File: config.mk
export PLATFORM = sky130hd
export DESIGN_NAME = sovme_ctrl
export DESIGN_NICKNAME = d
export VERILOG_FILES = /design/src/design/sovme_pkg.sv /design/src/design/sovme_ctrl.sv
export SDC_FILE = /design/constraint.sdc
export NUM_CORES = 1
export LEC_CHECK = 0
export BUFFER_PORTS_ARGS = -buffer_cell sky130_fd_sc_hd__clkbuf_2
export CAP_MARGIN = 20
export CORE_UTILIZATION = 45
export DETAILED_ROUTE_END_ITERATION = 10
export PLACE_DENSITY = 0.74
export SYNTH_ARGS = -nofsm -noshare
export SYNTH_HDL_FRONTEND = slang
export SYNTH_SLANG_ARGS = --single-unit
File: constraint.sdc
create_clock -name clk_i -period 1.75 [get_ports clk_i]
set_clock_uncertainty 0.1 [all_clocks]
set_input_delay 0.0875 -clock clk_i [delete_from_list [all_inputs] [get_ports clk_i]]
set_output_delay 0.0875 -clock clk_i [all_outputs]
set_load 0.005 [all_outputs]
File: src/design/sovme_pkg.sv
// Package for the strided move engine: memory size, field widths, codes and
// the types shared by the controller, the datapath and the top level.
// Depends on nothing.
`default_nettype none

package sovme_pkg;

  // Memory geometry.
  localparam int MEM_DEPTH = 1024;
  localparam int WORD_BITS = 32;
  localparam int AW        = $clog2(MEM_DEPTH);

  // Fixed field widths of a command word.
  localparam int ACT_W    = 3;
  localparam int ADDR_W   = 10;
  localparam int CNT_W    = 11;
  localparam int STRIDE_W = 10;
  localparam int DATA_W   = 32;
  localparam int STAT_W   = 2;

  // Wide address arithmetic: start + (count - 1) * stride plus one more stride.
  localparam int XW = CNT_W + STRIDE_W + 1;

  // Command codes.
  localparam logic [ACT_W-1:0] ACT_WRITE = 3'd0;
  localparam logic [ACT_W-1:0] ACT_READ  = 3'd1;
  localparam logic [ACT_W-1:0] ACT_MOVE  = 3'd2;
  localparam logic [ACT_W-1:0] ACT_COPY  = 3'd3;
  localparam logic [ACT_W-1:0] ACT_FILL  = 3'd4;

  // Status codes.
  localparam logic [STAT_W-1:0] STAT_OK         = 2'd0;
  localparam logic [STAT_W-1:0] STAT_BAD_STRIDE = 2'd1;
  localparam logic [STAT_W-1:0] STAT_RANGE      = 2'd2;

  typedef struct packed {
    logic [ACT_W-1:0]    action;
    logic [ADDR_W-1:0]   dst_addr;
    logic [ADDR_W-1:0]   src_addr;
    logic [CNT_W-1:0]    count;
    logic [STRIDE_W-1:0] dst_stride;
    logic [STRIDE_W-1:0] src_stride;
    logic [DATA_W-1:0]   value;
  } req_t;

  typedef struct packed {
    logic [DATA_W-1:0] read_data;
    logic [STAT_W-1:0] status;
  } rsp_t;

  // Datapath operations issued by the controller.
  typedef enum logic [3:0] {
    DP_NOP,
    DP_CLEAR,
    DP_LOAD,
    DP_SPAN,
    DP_WRITE,
    DP_READ,
    DP_CAPTURE,
    DP_DIV,
    DP_PLAN,
    DP_INIT_UP,
    DP_INIT_DN,
    DP_STEP_UP,
    DP_STEP_DN,
    DP_RESULT
  } dp_op_e;

  // Transfer order class of a move.
  typedef enum logic [1:0] {
    CLS_UP,
    CLS_DN,
    CLS_SPLIT
  } cls_e;

  typedef struct packed {
    dp_op_e            op;
    logic [STAT_W-1:0] status;
  } dp_cmd_t;

  typedef struct packed {
    logic             clr_done;
    logic [ACT_W-1:0] action;
    logic             n_zero;
    logic             a_zero;
    logic             b_zero;
    logic             d_oor;
    logic             span_d_bad;
    logic             span_s_bad;
    cls_e             cls;
    logic             div_done;
    logic             cnt_zero;
  } dp_flags_t;

endpackage

`default_nettype wire

File: src/design/sovme_ctrl.sv
// Controller of the strided move engine: sequences the clearing sweep, the
// checks, the crossover division and the transfer phases, and owns the
// handshakes. Depends on sovme_pkg.
`default_nettype none

module sovme_ctrl
  import sovme_pkg::*;
(
  input  wire logic      clk_i,
  input  wire logic      rst_ni,
  input  wire logic      in_valid_i,
  output logic           in_ready_o,
  output logic           out_valid_o,
  input  wire logic      out_ready_i,
  input  wire dp_flags_t flags_i,
  output dp_cmd_t        cmd_o
);

  typedef enum logic [3:0] {
    S_CLEAR,
    S_IDLE,
    S_SPAN,
    S_DECIDE,
    S_READ,
    S_CAPTURE,
    S_DIV,
    S_DIV_WAIT,
    S_PLAN,
    S_INIT_UP,
    S_RUN_UP,
    S_INIT_DN,
    S_RUN_DN,
    S_DONE
  } state_e;

  state_e            state_q, state_d;
  logic [STAT_W-1:0] status_q, status_d;
  logic              out_valid_q;
  logic              slot_free;
  dp_op_e            op;

  assign slot_free = !out_valid_q || out_ready_i;

  // Next state, status and datapath operation.
  always_comb begin
    state_d  = state_q;
    status_d = status_q;
    op       = DP_NOP;
    unique case (state_q)
      S_CLEAR: begin
        op = DP_CLEAR;
        if (flags_i.clr_done) state_d = S_IDLE;
      end
      S_IDLE: begin
        if (in_valid_i) begin
          op      = DP_LOAD;
          state_d = S_SPAN;
        end
      end
      S_SPAN: begin
        op      = DP_SPAN;
        state_d = S_DECIDE;
      end
      S_DECIDE: begin
        status_d = STAT_OK;
        state_d  = S_DONE;
        priority case (flags_i.action)
          ACT_WRITE: begin
            if (flags_i.d_oor) status_d = STAT_RANGE;
            else op = DP_WRITE;
          end
          ACT_READ: begin
            if (flags_i.d_oor) status_d = STAT_RANGE;
            else state_d = S_READ;
          end
          ACT_MOVE, ACT_COPY: begin
            if (flags_i.n_zero) begin
              status_d = STAT_OK;
            end else if (flags_i.a_zero || flags_i.b_zero) begin
              status_d = STAT_BAD_STRIDE;
            end else if (flags_i.span_d_bad || flags_i.span_s_bad) begin
              status_d = STAT_RANGE;
            end else if (flags_i.action == ACT_MOVE && flags_i.cls == CLS_SPLIT) begin
              state_d = S_DIV;
            end else begin
              state_d = S_PLAN;
            end
          end
          ACT_FILL: begin
            if (flags_i.a_zero) status_d = STAT_BAD_STRIDE;
            else if (flags_i.n_zero) status_d = STAT_OK;
            else if (flags_i.span_d_bad) status_d = STAT_RANGE;
            else state_d = S_PLAN;
          end
          default: ;
        endcase
      end
      S_READ: begin
        op      = DP_READ;
        state_d = S_CAPTURE;
      end
      S_CAPTURE: begin
        op      = DP_CAPTURE;
        state_d = S_DONE;
      end
      S_DIV: begin
        op      = DP_DIV;
        state_d = S_DIV_WAIT;
      end
      S_DIV_WAIT: begin
        if (flags_i.div_done) state_d = S_PLAN;
      end
      S_PLAN: begin
        op      = DP_PLAN;
        state_d = S_INIT_UP;
      end
      S_INIT_UP: begin
        op      = DP_INIT_UP;
        state_d = S_RUN_UP;
      end
      S_RUN_UP: begin
        if (flags_i.cnt_zero) state_d = S_INIT_DN;
        else op = DP_STEP_UP;
      end
      S_INIT_DN: begin
        op      = DP_INIT_DN;
        state_d = S_RUN_DN;
      end
      S_RUN_DN: begin
        if (flags_i.cnt_zero) state_d = S_DONE;
        else op = DP_STEP_DN;
      end
      S_DONE: begin
        if (slot_free) begin
          op      = DP_RESULT;
          state_d = S_IDLE;
        end
      end
      default: state_d = S_IDLE;
    endcase
  end

  // State and registered outputs.
  always_ff @(posedge clk_i or negedge rst_ni) begin
    if (!rst_ni) begin
      state_q     <= S_CLEAR;
      status_q    <= STAT_OK;
      out_valid_q <= 1'b0;
    end else begin
      state_q  <= state_d;
      status_q <= status_d;
      if (state_q == S_DONE && slot_free) out_valid_q <= 1'b1;
      else if (out_ready_i) out_valid_q <= 1'b0;
    end
  end

  assign in_ready_o  = state_q == S_IDLE;
  assign out_valid_o = out_valid_q;
  assign cmd_o       = '{op: op, status: status_q};

endmodule

`default_nettype wire
==> results of run 1 <==
[logic make-up (layout without fill, tap and decap cells)]
family,count (synthesis),count (layout)
and+or+nand+nor,41,41
AOI/OAI and AO/OA,33,33
buffers and inverters,8,41
DFF,7,7
xor gates and xnor gates,1,1
muxes,1,1
[worst min-delay path: stages]
cell and delay, ps:
clkbuf_2 90, a21oi_1 60, o21ai_1 120
[how the worst min path moves through the flow]
stage | from | slack [ps] | end
after floorplan | rst_ni | -310 | out_valid_o
after global placement | rst_ni | -170 | status_q[1]
after detailed placement | rst_ni | -170 | status_q[1]
after CTS | flags_i[6] | 50 | status_q[1]
after global routing | flags_i[6] | 80 | status_q[1]
final | flags_i[6] | 60 | status_q[1]
[cell usage in the layout, fill, tap and decap left out, types with 2 or more instances in the layout]
cell	count
nor3_1	3
dfrtp_1	6
buf_4	10
nand3b_1	2
o21ai_0	8
clkbuf_2	25
nor4b_1	2
clkbuf_4	3
nand2b_1	4
nor3b_1	2
o22ai_1	2
nor4b_2	2
nor2_1	8
nand2_1	7
a21oi_1	7
nor4_1	2
a21o_1	2
o21ai_1	3
nand3_1	2
[flip-flops by register name (all words and copies together), names as in the netlist]
register / count
state_q: 4
status_q: 2
out_valid_o: 1
[metal layers]
metal | track usage [%] | wire length, um
met1 | 28.69 | 857
met5 | 0 | 0
met4 | 4.516 | 8
met2 | 34.06 | 889
met3 | 4.783 | 96
[where the power goes]
part | internal (W) | switching [W]
clock network | 0.0000868 | 0.0000562
logic | 0.000495 | 0.000525
registers | 0.000241 | 0.0000917
[per-stage QoR]
step / cells / instance area, um^2 / setup slack [ps]
2_1_floorplan: 91 / 704.4 / 280.0
3_3_place_gp: 131 / 859.6 / 191.4
3_5_place_dp: 131 / 859.6 / 140.0
4_1_cts: 136 / 897.1 / 23.95
5_1_grt: 139 / 930.9 / -18.32
6_report: 139 / 930.9 / 75.55
[cell type report]
cell class                 count  area share, %
inverter                       1         0.4032
tap                           15          2.016
clock buffer                   4          2.823
timing repair buffer          36          22.58
sequential                     7          18.95
multi-input combinational     76          53.23
[timing repair]
action                                 4_1_cts  5_1_grt
buffers inserted                             0        3
endpoints found under the hold margin        7        0
setup endpoints to repair                    3        3
gates resized for setup                      1        3
hold buffers                                 1        0
==> flow_metrics.tcl, run 1 <==
set metrics [dict create \
    synthCells 91 \
    initial_core_util_pct 50.95 \
    multi_input_area_um2 495.5 \
    rrSetupSlack_ps 80 \
    cts_tree "yes" \
    num_vias 836 \
    synthArstFlopShare_pct 100.0 \
    drt_first_iter_violations 18 \
    rows 13 \
    port_buffers 25 \
    synth_top_area_cell "dfrtp_1" \
    synth_most_common_cell "nor2_1" \
    first_pass_iters 4 \
    drv_cap 0 \
    synth-compound-area-share_pct 30.37 \
    cp-endpoint "cmd_o[4]" \
    grt_max_degree 16 \
    grt-ovfl-total 0 \
    start_kind "register" \
    diodes 0 \
    synthTopCellsByCount "9 x nor2_1, 8 x nand2_1, 8 x o21ai_0" \
    cp.required_ps 1560 \
    startpoint "state_q[2]" \
    postSynthAreaPerCell_um2 7.741 \
    cts_sinks 7 \
    slew_viol_final 0 \
    synth-seq-cells 7 \
    die_x_um 41.57 \
    die_h_um 41.57 \
    synth.mux.area_fraction_pct 1.421 \
    synth_top_family_by_area "simple AND/OR/NAND/NOR gates" \
    h-tree-depth 1 \
    drive_above_1_share_pct 37.90 \
    setup_tns_ps 0 \
    seqCellArea_um2 176.4 \
    grt_pass1_wl_um 2980 \
    hold_viol 0 \
    wirelength_um 1851 \
    min_path_type "in -> reg" \
    holdWs_ps 61.40 \
    tightest_slew_ps 345.9 \
    utilization_pct 67.33 \
    end_kind "output port" \
    grt_pass1_vias 698 \
    ir_drop_mv 0.6394 \
    timing.fmax_mhz 597.2 \
    antenna_found_initial 0 \
    drc 0 \
    num_io_pins 26 \
    fin_crit_sh_pct 95.68 \
    core-area_um2 1383 \
    arrival_ps 1490 \
    routed_via_density 6.014 \
    antenna_left 0 \
    power_w 0.001496 \
    cts_buffers 3 \
    cp_cell_sequence "buf_4 > nor4b_2 > a21oi_1 > o32ai_1 > clkbuf_2" \
    synth_ff_type "dfrtp_1" \
    ys_seq_area_share_pct 24.87 \
    path_buf_inv 2 \
    fill_cells 122 \
    p_leak_nw 0.4169 \
    synth-adder-area-share_pct 0 \
    syn_to_final_growth_pct 32.15 \
    relSlewSlack_pct 76.84 \
    clk_pin_slew_ps 50 \
    r2r_start "state_q[0]" \
    layout_min_cycle_time_ps 1674 \
    track_usage_pct 21.12 \
    clockBufferDepth 2 \
    synth_edf_count 0 \
    ys_warn_count 0 \
    root_buffer "clkbuf_4" \
    r2r_end "state_q[0]" \
    wl_per_cell_um 13.32 \
    synth_top_cells_by_area "dfrtp_1 25%, o21ai_0 5.7%, a21oi_1 5.0%" \
    outcome "finished, final reports clean" \
    path_delay_family "flip-flops" \
    hold_depth 3 \
    cp_slowest_stage_delay_ps 410 \
    synth_top_area_share_pct 24.87 \
    synth-xor-area-share_pct 1.243 \
    critical_path_peak_fanout 15 \
    fin_nets 143 \
    power.density_nw_per_um2 1607 \
    place_congestion 0.8760 \
    synth_nets 109 \
    ff2ff_path_depth 6 \
    setup_viol 0 \
    ys_types 39 \
    netlist_area_um2 704.4 \
    clock_latency_ps 240 \
    critPathKind "reg -> out" \
    cpMaxStageDelayCell "dfrtp_1" \
    crit_cells 5 \
    synth-simple-area-share_pct 35.70 \
    dpl.hpwl_um 1447 \
    dieArea_um2 1728 \
]
(Power assumes the default switching activity.)
==> inputs of run 2 (changes only) <==
- clock period: 1.75 -> 1.8 ns (I/O delays scaled with it)
==> run 2 against run 1 <==
Compared with the run above: utilization down 0.18 points; sequential share of layout area rose by 0.46 points; hold slack got worse by 12 ps; non-clock buffer count is 3 lower; first-iteration DRC count up 94%; critical path depth up 1; sequential cell count unchanged; combinational power down 8%; critical path type is now reg -> reg; highest routed layer is now met3.
==> flow_metrics.tcl, run 2 (synthesis gave the netlist of run 1 again) <==
set metrics [dict create \
    setup_tns_ps 0 \
    num_io_pins 26 \
    grt-ovfl-total 0 \
    cts_sinks 7 \
    die_x_um 41.57 \
    drc 0 \
    tightest_slew_ps 357.6 \
    antenna_found_initial 0 \
    start_kind "register" \
    routed_via_density 5.949 \
    rsz0062_at_grt "false" \
    seqCellArea_um2 180.2 \
    grt_pass1_wl_um 2835 \
    min_path_type "in -> reg" \
    largest_reg_flops 4 \
    critical_path_peak_fanout 6 \
    drv_cap 0 \
    hold_viol 0 \
    instances_no_fill 136 \
    ir_drop_mv 0.6851 \
    track_usage_pct 20.02 \
    grt_max_degree 14 \
    antenna_left 0 \
    core-area_um2 1383 \
    numPlacedInstances 128 \
    critPathKind "reg -> reg" \
    place_congestion 0.9069 \
    grt_pass1_vias 684 \
    layout_min_cycle_time_ps 1670 \
    cp.required_ps 1830 \
    root_buffer "clkbuf_4" \
    initial_core_util_pct 50.95 \
    p_leak_nw 0.4080 \
    wirelength_um 1682 \
    timing.fmax_mhz 598.7 \
    ff2ff_path_depth 6 \
    power.density_nw_per_um2 1540 \
    wl_per_cell_um 12.37 \
    relSlewSlack_pct 75.98 \
    fill_cells 119 \
    top_register "state_q" \
    first_pass_iters 6 \
    rows 13 \
    holdWs_ps 49.46 \
    syn_to_final_growth_pct 31.79 \
    clockBufferDepth 2 \
    final_common_cell "clkbuf_2" \
    clk_pin_slew_ps 50 \
    setup_viol 0 \
    fin_crit_sh_pct 92.79 \
    arrival_ps 1700 \
    outcome "finished, final reports clean" \
    die_h_um 41.57 \
    port_buffers 25 \
    fin_nets 140 \
    hold_depth 3 \
    h-tree-depth 1 \
    layout_common_cells "25 x clkbuf_2, 9 x nor2_1, 8 x nand2_1" \
    drive_above_1_share_pct 37.19 \
    end_kind "register" \
    cts_buffers 3 \
    clock_latency_ps 250 \
    dieArea_um2 1728 \
    num_vias 809 \
    cts_tree "yes" \
    drt_first_iter_violations 35 \
    diodes 0 \
    slew_viol_final 0 \
    dpl.hpwl_um 1326 \
    multi_input_area_um2 499.2 \
]
run 2: power breakdown:
part | leakage, nW | internal, W | total [W] | switching, W
registers | 0.0830 | 0.000241 | 0.000355 | 0.000114
clock network | 0.0150 | 0.0000844 | 0.000140 | 0.0000554
logic | 0.310 | 0.000465 | 0.000935 | 0.000470
run 2: through the flow:
stage / setup slack, ps / utilization, % / area [um^2] / total power (W)
4_1_cts: 16.03 / 63.35 / 875.8 / 0.001322
3_5_place_dp: 141.3 / 60.54 / 837.1 / 0.001175
3_3_place_gp: 222.1 / 60.54 / 837.1 / 0.001160
2_1_floorplan: 330.0 / - / 704.4 / 0.0009364
5_1_grt: 9.861 / 67.15 / 928.4 / 0.001566
6_report: 129.7 / 67.15 / 928.4 / 0.001430
run 2: critical path, cell delays in order (launching register included):
cell and delay, ps:
dfrtp_2 420, buf_4 160, nor4b_1 310, o21ai_1 130, o311a_2 180, a31oi_1 170
a21oi_1 60
run 2: final timing paths:
path | start | to | slack [ps]
max | state_q[2] | state_q[3] | 130
min | flags_i[6] | status_q[1] | 50
max reg2reg | state_q[2] | state_q[3] | 130
min reg2reg | status_q[0] | status_q[0] | 380
max in group asynchronous | rst_ni | state_q[0] | 1320
min in group asynchronous | rst_ni | out_valid_o | 110
run 2: repair_timing:
action,CTS,global route
setup endpoints to repair,1,3
hold endpoints to repair,7,0
pin swaps,0,0
hold buffers,1,0
resized for setup,2,5
buffers inserted,0,3
gates cloned,0,0
run 2: layout make-up:
type,instances,area share (%)
Clock buffer,4,2.830
Inverter,1,0.4043
Multi-Input combinational cell,76,53.77
Sequential cell,7,19.41
Tap cell,15,2.022
Timing Repair Buffer,33,21.56
run 2: metal layers:
metal  vias to the layer above  track usage, %  wire, um
li1                        408               -         -
met1                       372           27.01       792
met2                        29           32.81       783
met3                         0           5.217       106
met4                         0           2.581         0
met5                         -               0         0
==> inputs of run 3 (changes only) <==
- CELL_PAD_IN_SITES_DETAIL_PLACEMENT: default -> 1
- CELL_PAD_IN_SITES_GLOBAL_PLACEMENT: default -> 1
- CORE_UTILIZATION: 45 -> 33
- PLACE_DENSITY: 0.74 -> default
- PLACE_DENSITY_LB_ADDON: default -> 0.1
==> run 3 against run 2 <==
Compared with the run above: critical path depth is 1 lower; routed wire length increased by 21%; global-route usage is 0.16 points lower; clock power is essentially flat; worst setup slack got worse by 20 ps; sequential cell count unchanged; combinational power down 3.2%; first-iteration DRC count down 57%; maximum frequency fell by 1.2%.
==> flow_metrics.tcl, run 3 (synthesis gave the netlist of run 1 again) <==
set metrics [dict create \
    critPathKind "reg -> out" \
    start_kind "register" \
    initial_core_util_pct 35.54 \
    cts_sinks 7 \
    place_congestion 0.8332 \
    arrival_ps 1500 \
    antenna_found_initial 0 \
    syn_to_final_growth_pct 29.66 \
    setup_tns_ps 0 \
    clk_pin_slew_ps 50 \
    drv_cap 0 \
    h-tree-depth 1 \
    wirelength_um 2030 \
    multi_input_area_um2 490.5 \
    grt_pass1_wl_um 3194 \
    antenna_left 0 \
    core-area_um2 1982 \
    startpoint "state_q[2]" \
    largest_reg_flops 4 \
    p_leak_nw 0.3952 \
    root_buffer "clkbuf_4" \
    layout_common_cells "25 x clkbuf_2, 9 x nor2_1, 8 x o21ai_0, 8 x nand2_1, 7 x a21oi_1" \
    setup_viol 0 \
    final_common_cell "clkbuf_2" \
    seqCellArea_um2 178.9 \
    cp.required_ps 1610 \
    busiest_layer "met2" \
    end_kind "output port" \
    top_register "state_q" \
    layout_min_cycle_time_ps 1691 \
    port_buffers 25 \
    num_io_pins 26 \
    grt_use_met1_pct 29.18 \
    die_h_um 48.20 \
    hold_depth 3 \
    fin_nets 139 \
    ir_drop_mv 0.6859 \
    min_from "flags_i[6]" \
    rrSetupSlack_ps 180 \
    routed_via_density 5.347 \
    fin_crit_sh_pct 93.92 \
    timing.fmax_mhz 591.5 \
    use_met2_pct 29.87 \
    cts_buffers 3 \
    critical_path_peak_fanout 14 \
    num_vias 786 \
    track_usage_pct 19.86 \
    wl_per_cell_um 13.81 \
    fill_cells 270 \
    dieArea_um2 2323 \
    first_pass_iters 4 \
    rsz0062_at_grt "false" \
    hold_end "status_q[1]" \
    r2r_end "state_q[0]" \
    slew_viol_final 0 \
    r2r_start "state_q[3]" \
    utilization_pct 46.09 \
    min_path_type "in -> reg" \
    ff2ff_path_depth 5 \
    tightest_slew_ps 325.1 \
    drive_above_1_share_pct 35.83 \
    diodes 0 \
    outcome "finished, final reports clean" \
    drt_first_iter_violations 15 \
    cts_tree "yes" \
    grt-ovfl-total 0 \
    power_w 0.001405 \
    relSlewSlack_pct 78.13 \
    hold_viol 0 \
    power.density_nw_per_um2 1538 \
    grt_pass1_vias 706 \
    drc 0 \
    grtUsageMet3_pct 2.222 \
    clock_latency_ps 250 \
    die_x_um 48.20 \
    rows 16 \
    dpl.hpwl_um 1662 \
    clockBufferDepth 2 \
    grt_max_degree 15 \
]
-- run 3: cell count changes in the layout (fill, tap and decap cells not counted), sizes merged --
cell,delta
buf,-1
-- run 3: where the power goes --
group	internal [W]	switching [W]	leakage (nW)
Combinational	0.000424	0.000481	0.296
Sequential	0.000239	0.000121	0.0838
Clock	0.0000844	0.0000551	0.0150
-- run 3: final cells by class --
class | instances | area share [%]
Clock buffer | 4 | 2.877
Inverter | 1 | 0.4110
Multi-Input combinational cell | 76 | 53.70
Sequential cell | 7 | 19.59
Tap cell | 27 | 3.699
Timing Repair Buffer | 32 | 19.73
-- run 3: through the flow --
stage	cell area [um^2]	hold slack, ps	setup WS, ps	std cells
2_1_floorplan	704.4	-305.6	330.0	91
3_3_place_gp	859.6	-167.4	215.6	141
3_5_place_dp	859.6	-168.7	155.4	141
4_1_cts	897.1	64.43	23.26	146
5_1_grt	913.4	124.4	10.69	147
6_report	913.4	65.92	109.4	147
-- run 3: layer usage --
metal | share of wire (%) | routed length (um)
met4 | 0.89 | 18
met2 | 46 | 930
met5 | 0 | 0
met3 | 2.7 | 54
met1 | 51 | 1026
-- run 3: timing repair --
item	CTS	global route
endpoints found under the hold margin	7	0
hold buffers	1	0
resized for setup	1	3
pin swaps	0	0
setup endpoints to repair	1	2
setup buffers	0	1
-- run 3: critical path: stages, from the launching register on --
cell	delay (ps)
dfrtp_2	440
buf_4	200
nor4b_2	270
a21oi_1	60
o32ai_1	120
clkbuf_2	160
-- run 3: worst max-delay path by stage --
stage	end	slack [ps]
floorplan	state_q[0]	330
global placement	state_q[3]	220
detailed placement	state_q[3]	160
CTS	cmd_o[4]	20
global route	cmd_o[4]	10
finish	cmd_o[4]	110
